## config.mk

```make
export PLATFORM = sky130hd
export DESIGN_NAME = matrix_multiply_core
export DESIGN_NICKNAME = d
export VERILOG_FILES = /design/src/mm_pkg.sv /design/src/mm_fifo.sv /design/src/mm_front.sv /design/src/mm_back.sv /design/src/matrix_multiply_core.sv
export SDC_FILE = /design/constraint.sdc
export NUM_CORES = 2
export LEC_CHECK = 0
export ABC_AREA = 1
export CAP_MARGIN = 15
export CORE_MARGIN = 5
export CORE_UTILIZATION = 41
export CTS_BUF_LIST = sky130_fd_sc_hd__clkbuf_2 sky130_fd_sc_hd__clkbuf_4 sky130_fd_sc_hd__clkbuf_8
export DETAILED_ROUTE_END_ITERATION = 8
export DONT_BUFFER_PORTS = 1
export SKIP_LAST_GASP = 1
export SYNTH_ARGS = -nofsm -noshare
export SYNTH_HDL_FRONTEND = slang
export SYNTH_HIERARCHICAL = 1
export SYNTH_SLANG_ARGS = --single-unit
```

## constraint.sdc

```tcl
create_clock -name clock -period 14.7 [get_ports clock]
set_clock_uncertainty 0.05 [all_clocks]
set_input_delay 0.735 -clock clock [delete_from_list [all_inputs] [get_ports clock]]
set_output_delay 0.735 -clock clock [all_outputs]
set_load 0.02 [all_outputs]
```

## src/mm_pkg.sv

```systemverilog
// ----------------------------------------------------------------------------
// Matrix multiply package
// Shared types, codes and helpers for the matrix multiply core.
// ----------------------------------------------------------------------------
package mm_pkg;

   localparam int DEFAULT_MAX_DIM    = 8;
   localparam int DEFAULT_DATA_WIDTH = 16;

   localparam int DIM_WIDTH     = 4;
   localparam int IDX_WIDTH     = 3;
   localparam int PRODUCT_WIDTH = 35;

   // Queue depths between the front end, the engine and the result port.
   localparam int CMD_DEPTH = 4;
   localparam int RSP_DEPTH = 2;

   typedef enum logic [1:0] {
      KIND_WRITE_A = 2'd0,
      KIND_WRITE_B = 2'd1,
      KIND_START   = 2'd2
   } kind_type;

   typedef enum logic [1:0] {
      CSR_ROWS_A  = 2'd0,
      CSR_INNER_A = 2'd1,
      CSR_ROWS_B  = 2'd2,
      CSR_COLS_B  = 2'd3
   } csr_index_type;

   // Effective (saturated) matrix dimensions.
   typedef struct packed {
      logic [DIM_WIDTH-1:0] rows_a;
      logic [DIM_WIDTH-1:0] inner_a;
      logic [DIM_WIDTH-1:0] rows_b;
      logic [DIM_WIDTH-1:0] cols_b;
   } dims_type;

   typedef struct packed {
      kind_type             kind;
      logic [IDX_WIDTH-1:0] row;
      logic [IDX_WIDTH-1:0] col;
   } cmd_ctl_type;

   typedef struct packed {
      logic [IDX_WIDTH-1:0]            out_row;
      logic [IDX_WIDTH-1:0]            out_col;
      logic signed [PRODUCT_WIDTH-1:0] product;
      logic                            last;
      logic                            mismatch;
   } rsp_type;

   // A zero dimension acts as one, anything above the maximum as the maximum.
   function automatic logic [DIM_WIDTH-1:0] eff_dim(input logic [DIM_WIDTH-1:0] v,
                                                    input logic [DIM_WIDTH-1:0] max_dim);
      logic [DIM_WIDTH-1:0] r;
      if (v == '0) begin
         r = {{(DIM_WIDTH-1){1'b0}}, 1'b1};
      end else if (v > max_dim) begin
         r = max_dim;
      end else begin
         r = v;
      end
      return r;
   endfunction

endpackage

```

## src/mm_fifo.sv

```systemverilog
// ----------------------------------------------------------------------------
// Matrix multiply queue
// Small synchronous first-in first-out queue with full and empty flags.
// ----------------------------------------------------------------------------
module mm_fifo #(
   parameter int WIDTH = 8,
   parameter int DEPTH = 4
) (
   input  logic             clock,
   input  logic             reset,
   input  logic             push,
   input  logic [WIDTH-1:0] wr_data,
   output logic             full,
   input  logic             pop,
   output logic [WIDTH-1:0] rd_data,
   output logic             empty
);

   localparam int PTR_WIDTH = (DEPTH > 1) ? $clog2(DEPTH) : 1;
   localparam int CNT_WIDTH = $clog2(DEPTH + 1);

   logic [WIDTH-1:0]     mem_ff [DEPTH];
   logic [PTR_WIDTH-1:0] wr_ptr_ff, wr_ptr_in;
   logic [PTR_WIDTH-1:0] rd_ptr_ff, rd_ptr_in;
   logic [CNT_WIDTH-1:0] count_ff, count_in;
   logic                 do_push;
   logic                 do_pop;

   assign full    = (count_ff == CNT_WIDTH'(DEPTH));
   assign empty   = (count_ff == '0);
   assign do_push = push && !full;
   assign do_pop  = pop && !empty;
   assign rd_data = mem_ff[rd_ptr_ff];

   always_comb begin
      wr_ptr_in = wr_ptr_ff;
      rd_ptr_in = rd_ptr_ff;
      count_in  = count_ff;
      if (do_push) begin
         wr_ptr_in = (wr_ptr_ff == PTR_WIDTH'(DEPTH - 1)) ? '0 : wr_ptr_ff + 1'b1;
      end
      if (do_pop) begin
         rd_ptr_in = (rd_ptr_ff == PTR_WIDTH'(DEPTH - 1)) ? '0 : rd_ptr_ff + 1'b1;
      end
      if (do_push && !do_pop) begin
         count_in = count_ff + 1'b1;
      end else if (do_pop && !do_push) begin
         count_in = count_ff - 1'b1;
      end
   end

   always_ff @(posedge clock) begin
      if (reset) begin
         wr_ptr_ff <= '0;
         rd_ptr_ff <= '0;
         count_ff  <= '0;
      end else begin
         wr_ptr_ff <= wr_ptr_in;
         rd_ptr_ff <= rd_ptr_in;
         count_ff  <= count_in;
      end
   end

   always_ff @(posedge clock) begin
      if (do_push) begin
         mem_ff[wr_ptr_ff] <= wr_data;
      end
   end

`ifndef SYNTH
   a_count_bound: assert property (@(posedge clock) disable iff (reset)
      count_ff <= CNT_WIDTH'(DEPTH))
      else $error("queue count above depth");

   a_push_counts: assert property (@(posedge clock) disable iff (reset)
      (push && !full && !(pop && !empty)) |=> count_ff == $past(count_ff) + 1'b1)
      else $error("queue count did not grow on push");
`endif

endmodule

```

## src/mm_front.sv

```systemverilog
// ----------------------------------------------------------------------------
// Matrix multiply front end
// Holds the dimension registers and filters incoming items into commands.
// ----------------------------------------------------------------------------
module mm_front #(
   parameter int MAX_DIM    = mm_pkg::DEFAULT_MAX_DIM,
   parameter int DATA_WIDTH = mm_pkg::DEFAULT_DATA_WIDTH
) (
   input  logic                            clock,
   input  logic                            reset,
   input  logic                            csr_valid,
   output logic                            csr_ready,
   input  logic [1:0]                      csr_index,
   input  logic [mm_pkg::DIM_WIDTH-1:0]    csr_data,
   input  logic                            req_push,
   output logic                            req_full,
   input  logic [1:0]                      req_kind,
   input  logic [mm_pkg::IDX_WIDTH-1:0]    req_row,
   input  logic [mm_pkg::IDX_WIDTH-1:0]    req_col,
   input  logic signed [DATA_WIDTH-1:0]    req_value,
   output mm_pkg::dims_type                dims,
   output logic                            cmd_push,
   output mm_pkg::cmd_ctl_type             cmd_ctl,
   output logic [DATA_WIDTH-1:0]           cmd_value,
   input  logic                            cmd_full
);

   localparam logic [mm_pkg::DIM_WIDTH-1:0] MAX_D = mm_pkg::DIM_WIDTH'(MAX_DIM);

   logic [mm_pkg::DIM_WIDTH-1:0] rows_a_ff, inner_a_ff, rows_b_ff, cols_b_ff;
   logic                         keep;
   logic [mm_pkg::DIM_WIDTH-1:0] row_w, col_w;

   assign csr_ready = 1'b1;
   assign req_full  = cmd_full;

   always_ff @(posedge clock) begin
      if (reset) begin
         rows_a_ff  <= 4'd1;
         inner_a_ff <= 4'd1;
         rows_b_ff  <= 4'd1;
         cols_b_ff  <= 4'd1;
      end else if (csr_valid) begin
         unique case (mm_pkg::csr_index_type'(csr_index))
            mm_pkg::CSR_ROWS_A:  rows_a_ff  <= csr_data;
            mm_pkg::CSR_INNER_A: inner_a_ff <= csr_data;
            mm_pkg::CSR_ROWS_B:  rows_b_ff  <= csr_data;
            mm_pkg::CSR_COLS_B:  cols_b_ff  <= csr_data;
         endcase
      end
   end

   always_comb begin
      dims.rows_a  = mm_pkg::eff_dim(rows_a_ff, MAX_D);
      dims.inner_a = mm_pkg::eff_dim(inner_a_ff, MAX_D);
      dims.rows_b  = mm_pkg::eff_dim(rows_b_ff, MAX_D);
      dims.cols_b  = mm_pkg::eff_dim(cols_b_ff, MAX_D);
   end

   assign row_w = {1'b0, req_row};
   assign col_w = {1'b0, req_col};

   // Writes outside the current dimensions and unused kinds are dropped here.
   always_comb begin
      unique case (req_kind)
         mm_pkg::KIND_WRITE_A: keep = (row_w < dims.rows_a) && (col_w < dims.inner_a);
         mm_pkg::KIND_WRITE_B: keep = (row_w < dims.rows_b) && (col_w < dims.cols_b);
         mm_pkg::KIND_START:   keep = 1'b1;
         default:              keep = 1'b0;
      endcase
   end

   assign cmd_push     = req_push && !cmd_full && keep;
   assign cmd_ctl.kind = mm_pkg::kind_type'(req_kind);
   assign cmd_ctl.row  = req_row;
   assign cmd_ctl.col  = req_col;
   assign cmd_value    = req_value;

endmodule

```

## src/mm_back.sv

```systemverilog
// ----------------------------------------------------------------------------
// Matrix multiply engine
// Owns the two element stores and walks the product through one
// multiply-accumulate unit, pushing each element into the result queue.
// ----------------------------------------------------------------------------
module mm_back #(
   parameter int MAX_DIM    = mm_pkg::DEFAULT_MAX_DIM,
   parameter int DATA_WIDTH = mm_pkg::DEFAULT_DATA_WIDTH
) (
   input  logic                   clock,
   input  logic                   reset,
   input  mm_pkg::dims_type       dims,
   input  logic                   cmd_empty,
   input  mm_pkg::cmd_ctl_type    cmd_ctl,
   input  logic [DATA_WIDTH-1:0]  cmd_value,
   output logic                   cmd_pop,
   input  logic                   rsp_full,
   output logic                   rsp_push,
   output mm_pkg::rsp_type        rsp_data
);

   localparam int STORE_DEPTH = MAX_DIM * MAX_DIM;
   localparam int AW          = (STORE_DEPTH > 1) ? $clog2(STORE_DEPTH) : 1;
   localparam int PW          = mm_pkg::PRODUCT_WIDTH;
   localparam int IW          = mm_pkg::IDX_WIDTH;

   typedef enum logic [1:0] {
      ST_IDLE,
      ST_MAC,
      ST_DRAIN,
      ST_EMIT
   } state_type;

   state_type                   state_ff, state_in;
   logic [IW-1:0]               i_ff, i_in;
   logic [IW-1:0]               j_ff, j_in;
   logic [IW-1:0]               k_ff, k_in;
   logic signed [PW-1:0]        acc_ff, acc_in;
   logic                        mis_ff, mis_in;
   logic                        rd_vld_ff, rd_vld_in;
   logic                        mul_vld_ff;
   logic signed [DATA_WIDTH-1:0] rd_a_ff, rd_b_ff;
   logic signed [2*DATA_WIDTH-1:0] mul_ff;

   logic [DATA_WIDTH-1:0] store_a [STORE_DEPTH];
   logic [DATA_WIDTH-1:0] store_b [STORE_DEPTH];

   logic          we_a, we_b;
   logic [AW-1:0] wr_addr, rd_addr_a, rd_addr_b;
   logic          last_elem;
   logic          row_end;
   logic          dim_mismatch;

   assign wr_addr   = AW'(int'(cmd_ctl.row) * MAX_DIM + int'(cmd_ctl.col));
   assign rd_addr_a = AW'(int'(i_ff) * MAX_DIM + int'(k_ff));
   assign rd_addr_b = AW'(int'(k_ff) * MAX_DIM + int'(j_ff));

   assign row_end      = ({1'b0, j_ff} + 4'd1) == dims.cols_b;
   assign last_elem    = row_end && (({1'b0, i_ff} + 4'd1) == dims.rows_a);
   assign dim_mismatch = (dims.inner_a != dims.rows_b);

   always_comb begin
      state_in  = state_ff;
      i_in      = i_ff;
      j_in      = j_ff;
      k_in      = k_ff;
      acc_in    = acc_ff;
      mis_in    = mis_ff;
      rd_vld_in = 1'b0;
      cmd_pop   = 1'b0;
      rsp_push  = 1'b0;
      we_a      = 1'b0;
      we_b      = 1'b0;
      if (mul_vld_ff) begin
         acc_in = acc_ff + PW'(mul_ff);
      end
      unique case (state_ff)
         ST_IDLE: begin
            if (!cmd_empty) begin
               cmd_pop = 1'b1;
               case (cmd_ctl.kind)
                  mm_pkg::KIND_WRITE_A: we_a = 1'b1;
                  mm_pkg::KIND_WRITE_B: we_b = 1'b1;
                  mm_pkg::KIND_START: begin
                     i_in     = '0;
                     j_in     = '0;
                     k_in     = '0;
                     acc_in   = '0;
                     mis_in   = dim_mismatch;
                     state_in = dim_mismatch ? ST_EMIT : ST_MAC;
                  end
                  default: ;
               endcase
            end
         end
         ST_MAC: begin
            rd_vld_in = 1'b1;
            if (({1'b0, k_ff} + 4'd1) == dims.inner_a) begin
               k_in     = '0;
               state_in = ST_DRAIN;
            end else begin
               k_in = k_ff + 1'b1;
            end
         end
         ST_DRAIN: begin
            // Wait for the read and multiply stages to retire into the sum.
            if (!rd_vld_ff && !mul_vld_ff) begin
               state_in = ST_EMIT;
            end
         end
         ST_EMIT: begin
            if (!rsp_full) begin
               rsp_push = 1'b1;
               acc_in   = '0;
               if (row_end) begin
                  j_in = '0;
                  i_in = i_ff + 1'b1;
               end else begin
                  j_in = j_ff + 1'b1;
               end
               if (last_elem) begin
                  state_in = ST_IDLE;
               end else begin
                  state_in = mis_ff ? ST_EMIT : ST_MAC;
               end
            end
         end
         default: state_in = ST_IDLE;
      endcase
   end

   always_ff @(posedge clock) begin
      if (reset) begin
         state_ff   <= ST_IDLE;
         rd_vld_ff  <= 1'b0;
         mul_vld_ff <= 1'b0;
         mis_ff     <= 1'b0;
         acc_ff     <= '0;
         i_ff       <= '0;
         j_ff       <= '0;
         k_ff       <= '0;
      end else begin
         state_ff   <= state_in;
         rd_vld_ff  <= rd_vld_in;
         mul_vld_ff <= rd_vld_ff;
         mis_ff     <= mis_in;
         acc_ff     <= acc_in;
         i_ff       <= i_in;
         j_ff       <= j_in;
         k_ff       <= k_in;
      end
   end

   always_ff @(posedge clock) begin
      if (we_a) begin
         store_a[wr_addr] <= cmd_value;
      end
      if (we_b) begin
         store_b[wr_addr] <= cmd_value;
      end
      rd_a_ff <= store_a[rd_addr_a];
      rd_b_ff <= store_b[rd_addr_b];
      mul_ff  <= rd_a_ff * rd_b_ff;
   end

   assign rsp_data.out_row  = i_ff;
   assign rsp_data.out_col  = j_ff;
   assign rsp_data.product  = acc_ff;
   assign rsp_data.last     = last_elem;
   assign rsp_data.mismatch = mis_ff;

`ifndef SYNTH
   a_emit_pipe_empty: assert property (@(posedge clock) disable iff (reset)
      (state_ff == ST_EMIT) |-> (!rd_vld_ff && !mul_vld_ff))
      else $error("element emitted with products still in flight");

   a_mismatch_zero: assert property (@(posedge clock) disable iff (reset)
      (state_ff == ST_EMIT && mis_ff) |-> (acc_ff == '0))
      else $error("mismatch element carries a nonzero sum");

   a_k_in_range: assert property (@(posedge clock) disable iff (reset)
      (state_ff == ST_MAC) |-> ({1'b0, k_ff} < dims.inner_a))
      else $error("inner index beyond inner dimension");
`endif

endmodule

```

## src/matrix_multiply_core.sv

```systemverilog
// ----------------------------------------------------------------------------
// Matrix multiply core
// Loads two matrices element by element and streams out their product.
// ----------------------------------------------------------------------------
//  channel | ports                               | handshake
//  --------+-------------------------------------+-----------------------------
//  req     | req_kind/row/col/value              | push & !full
//  rsp     | rsp_out_row/out_col/product/last/.. | pop & !empty
//  csr     | csr_index, csr_data                 | csr_valid & csr_ready (always 1)
//
// An element write leaves the command queue while the engine is idle. A start
// item walks each product element through the single multiply-accumulate
// unit, fed by one read port on each store; with mismatched inner dimensions
// it skips the accumulation. Reset is synchronous and clears control
// state only; store contents stay undefined until written. A full result
// queue stalls the engine, and a full command queue raises req_full.
// ----------------------------------------------------------------------------
module matrix_multiply_core #(
   parameter int MAX_DIM    = mm_pkg::DEFAULT_MAX_DIM,
   parameter int DATA_WIDTH = mm_pkg::DEFAULT_DATA_WIDTH
) (
   input  logic                                  clock,
   input  logic                                  reset,
   input  logic                                  csr_valid,
   output logic                                  csr_ready,
   input  logic [1:0]                            csr_index,
   input  logic [mm_pkg::DIM_WIDTH-1:0]          csr_data,
   input  logic                                  req_push,
   output logic                                  req_full,
   input  logic [1:0]                            req_kind,
   input  logic [mm_pkg::IDX_WIDTH-1:0]          req_row,
   input  logic [mm_pkg::IDX_WIDTH-1:0]          req_col,
   input  logic signed [DATA_WIDTH-1:0]          req_value,
   output logic                                  rsp_empty,
   input  logic                                  rsp_pop,
   output logic [mm_pkg::IDX_WIDTH-1:0]          rsp_out_row,
   output logic [mm_pkg::IDX_WIDTH-1:0]          rsp_out_col,
   output logic signed [mm_pkg::PRODUCT_WIDTH-1:0] rsp_product,
   output logic                                  rsp_last,
   output logic                                  rsp_mismatch
);

   localparam int CTL_W = $bits(mm_pkg::cmd_ctl_type);
   localparam int CMD_W = CTL_W + DATA_WIDTH;
   localparam int RSP_W = $bits(mm_pkg::rsp_type);

   mm_pkg::dims_type    dims;
   logic                cmd_push, cmd_full, cmd_pop, cmd_empty;
   mm_pkg::cmd_ctl_type cmd_ctl_wr, cmd_ctl_rd;
   logic [DATA_WIDTH-1:0] cmd_value_wr;
   logic [CMD_W-1:0]    cmd_rd_data;
   logic                rsp_push, rsp_full;
   mm_pkg::rsp_type     rsp_wr, rsp_rd;
   logic [RSP_W-1:0]    rsp_rd_data;

   mm_front #(
      .MAX_DIM    (MAX_DIM),
      .DATA_WIDTH (DATA_WIDTH)
   ) u_front (
      .clock     (clock),
      .reset     (reset),
      .csr_valid (csr_valid),
      .csr_ready (csr_ready),
      .csr_index (csr_index),
      .csr_data  (csr_data),
      .req_push  (req_push),
      .req_full  (req_full),
      .req_kind  (req_kind),
      .req_row   (req_row),
      .req_col   (req_col),
      .req_value (req_value),
      .dims      (dims),
      .cmd_push  (cmd_push),
      .cmd_ctl   (cmd_ctl_wr),
      .cmd_value (cmd_value_wr),
      .cmd_full  (cmd_full)
   );

   mm_fifo #(
      .WIDTH (CMD_W),
      .DEPTH (mm_pkg::CMD_DEPTH)
   ) u_cmd_fifo (
      .clock   (clock),
      .reset   (reset),
      .push    (cmd_push),
      .wr_data ({cmd_ctl_wr, cmd_value_wr}),
      .full    (cmd_full),
      .pop     (cmd_pop),
      .rd_data (cmd_rd_data),
      .empty   (cmd_empty)
   );

   assign cmd_ctl_rd = mm_pkg::cmd_ctl_type'(cmd_rd_data[CMD_W-1 -: CTL_W]);

   mm_back #(
      .MAX_DIM    (MAX_DIM),
      .DATA_WIDTH (DATA_WIDTH)
   ) u_back (
      .clock     (clock),
      .reset     (reset),
      .dims      (dims),
      .cmd_empty (cmd_empty),
      .cmd_ctl   (cmd_ctl_rd),
      .cmd_value (cmd_rd_data[DATA_WIDTH-1:0]),
      .cmd_pop   (cmd_pop),
      .rsp_full  (rsp_full),
      .rsp_push  (rsp_push),
      .rsp_data  (rsp_wr)
   );

   mm_fifo #(
      .WIDTH (RSP_W),
      .DEPTH (mm_pkg::RSP_DEPTH)
   ) u_rsp_fifo (
      .clock   (clock),
      .reset   (reset),
      .push    (rsp_push),
      .wr_data (rsp_wr),
      .full    (rsp_full),
      .pop     (rsp_pop),
      .rd_data (rsp_rd_data),
      .empty   (rsp_empty)
   );

   assign rsp_rd       = mm_pkg::rsp_type'(rsp_rd_data);
   assign rsp_out_row  = rsp_rd.out_row;
   assign rsp_out_col  = rsp_rd.out_col;
   assign rsp_product  = rsp_rd.product;
   assign rsp_last     = rsp_rd.last;
   assign rsp_mismatch = rsp_rd.mismatch;

endmodule

```

======== Yosys cells after proc, flatten, opt, wreduce, memory -nomap -nowiden ========
Memory sizes are Yosys's and may differ from the RTL's. A register that Yosys moved wholly into a read port is not among the register bits.
Index checks and enable logic that the tools add are counted.
word-level totals
  word-level logic and storage cells ...... 186
  output and inout bits ................... 46
  register bits ........................... 108
  bits in writable memories ............... 2230
  memories kept ........................... 4
  input port bits ......................... 35
memories
  name               words  bits a word  rd ports  clocked after Yosys merged registers in  wr ports  line           RTL
  u_back.store_a     64     16           1         1                                        1         mm_back.sv:45  logic [DATA_WIDTH-1:0] store_a [STORE_DEPTH];
  u_back.store_b     64     16           1         1                                        1         mm_back.sv:46  logic [DATA_WIDTH-1:0] store_b [STORE_DEPTH];
  u_cmd_fifo.mem_ff  4      24           1         1                                        1         mm_fifo.sv:22  logic [WIDTH-1:0] mem_ff [DEPTH];
  u_rsp_fifo.mem_ff  2      43           1         1                                        1         mm_fifo.sv:22
operators by class
  bitwise operators ....................... 1
  multiplexer cells ....................... 64
  multipliers ............................. 1
  reductions and logical operators ........ 47
  eq/ne operators ......................... 24
  $lt $le $gt $ge ......................... 8
  add/sub/neg operators ................... 18
operators by type and width
  cell                                           count
  2-to-1 mux 35 bit                              4
  case mux 35 bit (2 select lines)               1
  adder 35 x 32 -> 35 bit                        1
  multiplier 16 x 16 -> 32 bit                   1
  2-to-1 mux 4 bit                               8
  2-to-1 mux 2 bit                               14
  2-to-1 mux 3 bit                               9
  2-to-1 mux 1 bit                               23
  adder 6 x 3 -> 6 bit                           3
  == test 2 bit, second input constant           9
  case mux 3 bit (2 select lines)                3
  > comparator 4 bit, second input constant      4
  zero test 4 bit                                4
  less-than comparator 3 x 4 -> 1 bit            4
  logical AND 1 bit                              14
  adder 3 x 1 -> 3 bit, second input constant    4
  adder 3 x 1 -> 4 bit, second input constant    3
  == test 4 bit                                  3
  zero test 1 bit                                10
  zero test 2 bit                                5
  AND reduction 5 bit                            2
  == test 2 x 1 -> 1 bit, second input constant  4
  case mux 2 bit (4 select lines)                1
  AND reduction 2 bit                            4
  other kinds (14)                               25

======== Depth between registers and ports, before layout ========
  depth after elaboration ................. 12
  gate-level depth with buffers ........... 30
  gate-level depth less buffers ........... 28

======== Cells and area by module ========
Netlist, hierarchy kept.
by module, submodules not included
  module                 times used  area each (um^2)  seq. area each (um^2)  cells each
  mm_back                1           97025.6           63761.2                8197
  mm_fifo at u_cmd_fifo  1           4230.3            3062.9                 303
  mm_fifo at u_rsp_fifo  1           3558.4            2682.6                 171
  mm_front               1           1253.7            320.3                  187

======== Worst setup path after synthesis ========
OpenSTA, ideal clock, no wires.
  path kind ............................... reg-to-reg
  from .................................... register u_back.rd_b_ff[2] (read register of u_back.store_b)
  to ...................................... register u_back.mul_ff[30]
  period minus slack after synthesis ...... 5.707 ns
  arrival time ............................ 5.545 ns
  buffers on the path ..................... 2
  required time ........................... 14.538 ns
  setup time .............................. 0.112 ns
  cell stages (with the launch flop) ...... 22
  slack ................................... 8.993 ns
  cell sequence ........................... dfxtp_1 clkbuf_1 clkbuf_1 nand2_1 fa_1 inv_1 fa_1 inv_1 fa_1 inv_1 fa_1 inv_1 fa_1 inv_1 fa_1 ha_1 inv_1 nor3_1 nand2_1 o211a_1 nand3_1 nand2_1
on the way
  longest elaborated chain between the ends .. 1
RTL lines
  element                       line            RTL
  start: declaration            mm_back.sv:42   logic signed [DATA_WIDTH-1:0] rd_a_ff, rd_b_ff;
  multiplier 16 x 16 -> 32 bit  mm_back.sv:163  mul_ff <= rd_a_ff * rd_b_ff;
  end signal: assignment        mm_back.sv:163
  end: declaration              mm_back.sv:43   logic signed [2*DATA_WIDTH-1:0] mul_ff;
Every way passes these cells.
A chain may end at the register's enable or synchronous reset.

======== Worst setup path in the final report ========
Same ends and word-level chain as after synthesis.

==> results.cfg <==
[timing]
setup_violations = 0
hold_violations = 0
relSlewSlack = 0.168
rsz0062_at_grt = false
drv_slew = 0
period_share = 0.432
hold_slack_ns = 0.120
fmax_mhz = 157
setup_tns_ns = 0
worst_pin_slew_ns = 1.24
period_minus_slack_ns = 6.35

[worst_setup_path]
worstPathArrival_ns = 7.06
max_stage_delay_ns = 0.77
worstPathRequired_ns = 15.41
r2r_start = u_back/rd_b_ff[2]$_DFF_P_
rrSetupSlack_ns = 8.35
slowest_stage = dfxtp_1
critical_path.top_delay_family = adder cells
start_kind = register
critPathLaunch = u_back/rd_b_ff[2]$_DFF_P_
worst-setup-path-type = reg -> reg
timing.critical_path.buf_inv = 6
crit_chain = nand2_1 > fa_1 > inv_1 > fa_1 > inv_1 > fa_1 > inv_1 > fa_1 > inv_1 > fa_1 > inv_1 > fa_1 > ha_1 > inv_1 > nor3_1 > nand2_1 > o211a_1 > nand3_1 > nand2_1
cp-end-kind = register
cp_max_fo = 16

[routing]
vias = 70300
drc = 0
finalWirelength_um = 299000
ant_nets = 0
first_pass_iters = 6
drt-wirelength-per-cell_um = 23.7
drt_iter0_drc = 7285
vias_per_cell = 5.56

[floorplanning]
num_rows = 186
die_w_um = 519
ios = 81
start_util = 0.412
die-area_mm2 = 0.269
fp.dieH_um = 519
core_area_mm2 = 0.257

[synth]
synthMuxAreaShare = 0.0120
synthCells = 8858
yosysWarnings = 6
yosysUniqueCellTypes = 61
synthFlopType = edfxtp_1
synthArstFlopShare = 0
synth-simple-area-share = 0.104
synth_fa_ha_area_frac = 0.0661
synth_top_family_by_area = compound AO/OA/AOI/OAI gates
synth-xor-area-share = 0.00520
synth_edf_count = 2230
ys_seq_area_frac = 0.658
yosys-top-cells-count = 2230 x edfxtp_1, 1316 x nor2_1, 1127 x nand2_1
yosysMostFrequentCell = edfxtp_1
yosysTopAreaCell = edfxtp_1
avgSynthCellArea_um2 = 12.0
synthTopCellsByArea = edfxtp_1 63%, fa_1 5.0%, o21ai_0 4.7%
synth-compound-area-share = 0.105
syn-cell-area_mm2 = 0.106
synth_top_area_frac = 0.631
syn_nets = 9295
synth-seq-cells = 2373

[global_routing]
grt_first_pass_wirelength_um = 441000
grt_pass1_vias = 68700
groute.usage.overall = 0.215
grt_max_degree = 195
antenna_found_initial = 11
grt_overflow = 0

[clock_tree]
cts_setup_buffers = 0
cts_root_buffer = clkbuf_8
cts_buffers = 391
cts_tree = built
clockBufferDepth = 4
htreeDepth = 5
clkTransAtPathRegs_ns = 0.06
cts.sinks = 2373
clock_latency_ns = 1.03

[final_layout]
fin_util = 0.457
drive_above_1_share = 0.110
synthToLayoutAreaGrowth_pct = 10.9
instances_no_fill = 12600
final_nets = 9387

[placement]
dp_hpwl_um = 175000
gp_congestion = 0.897
dp.cells = 11900
port_buffers = 0

[outcome]
status = complete, no violations

[flow_run]
maxCapViolCount = 0

[worst_hold_path]
hold_class = in -> reg
min_from = csr_valid
logic make-up after synthesis:
logic type,Yosys count
multiplexers,107
buffers and inverters,1184
other,1
AO/OA/AOI/OAI,1954
adder cells (fa/ha/maj),402
flip-flops,2373
XOR/XNOR,63
AND/OR/NAND/NOR,2774
flip-flops by register name, summed over array words and instances (netlist names), 16 cells and up, named ones only:
name	count
u_back/rd_a_ff	16
u_back/rd_b_ff	16
u_cmd_fifo/mem_ff	96
u_back/store_b	1024
u_back/acc_ff	35
u_back/store_a	1024
u_back/mul_ff	32
u_rsp_fifo/mem_ff	86
through the flow:
step                      area, um^2  setup WS [ns]
after floorplan               106000           8.99
after global placement        109000           8.60
after CTS                     117000           8.34
after detailed placement      109000           8.42
final                         118000           8.35
after global routing          118000           7.98
routing by layer:
layer / vias to the layer above / GRT usage / share of wire
li1: 31500 / - / -
met1: 35200 / 0.285 / 0.41
met2: 2967 / 0.350 / 0.47
met3: 613 / 0.0403 / 0.080
met4: 4 / 0.0849 / 0.039
met5: - / 0 / 0.000090
cells in the final DEF (no fill, tap or decap), types with 126 or more instances in the layout:
cell type,synthesis,final
ha_1,138,138
nor2_1,1316,1283
buf_4,73,206
inv_1,600,597
a21oi_1,181,181
o22ai_1,381,378
o21ai_0,997,997
dfxtp_1,143,133
fa_1,264,264
nand3_1,202,201
nand2_1,1127,1126
clkbuf_8,0,408
o21ai_1,126,126
o211ai_1,126,126
edfxtp_1,2230,2230
layout make-up:
type                            instances  area, um^2
Fill cell                           22900      140000
Sequential cell                      2373       69900
Multi-Input combinational cell       5301       31300
Clock buffer                          532        6550
Tap cell                             3384        4230
Inverter                              627        2390
Timing Repair Buffer                  256        2160
Clock inverter                        157        1100
Antenna cell                           13        32.5
worst register-to-register path: cells and delay by family, from the launching register on:
| kind | cells | cell delay [ns] |
|---|---|---|
| AND/OR/NAND/NOR | 5 | 0.84 |
| flip-flops | 1 | 0.77 |
| buffers and inverters | 6 | 0.59 |
| AO/OA/AOI/OAI | 1 | 0.25 |
| adder cells (fa/ha/maj) | 7 | 3.68 |
what timing repair did:
| item | in CTS | in global routing |
|---|---|---|
| endpoints found under the setup margin | 0 | 0 |
| resized for setup | 0 | 0 |
| hold buffers | 36 | 0 |
| endpoints found under the hold margin | 136 | 0 |
final timing paths:
path / cells after the start / endpoint
max: 19 / u_back/mul_ff[30]$_DFF_P_
min: 4 / u_front/cols_b_ff[3]$_SDFFE_PP0P_
max reg2reg: 19 / u_back/mul_ff[30]$_DFF_P_
min reg2reg: 2 / u_back/mul_vld_ff$_SDFF_PP0_
Power is left out: the tool's default activity adds up to more than one toggle a clock period on the data nets, which glitch-free logic cannot reach.
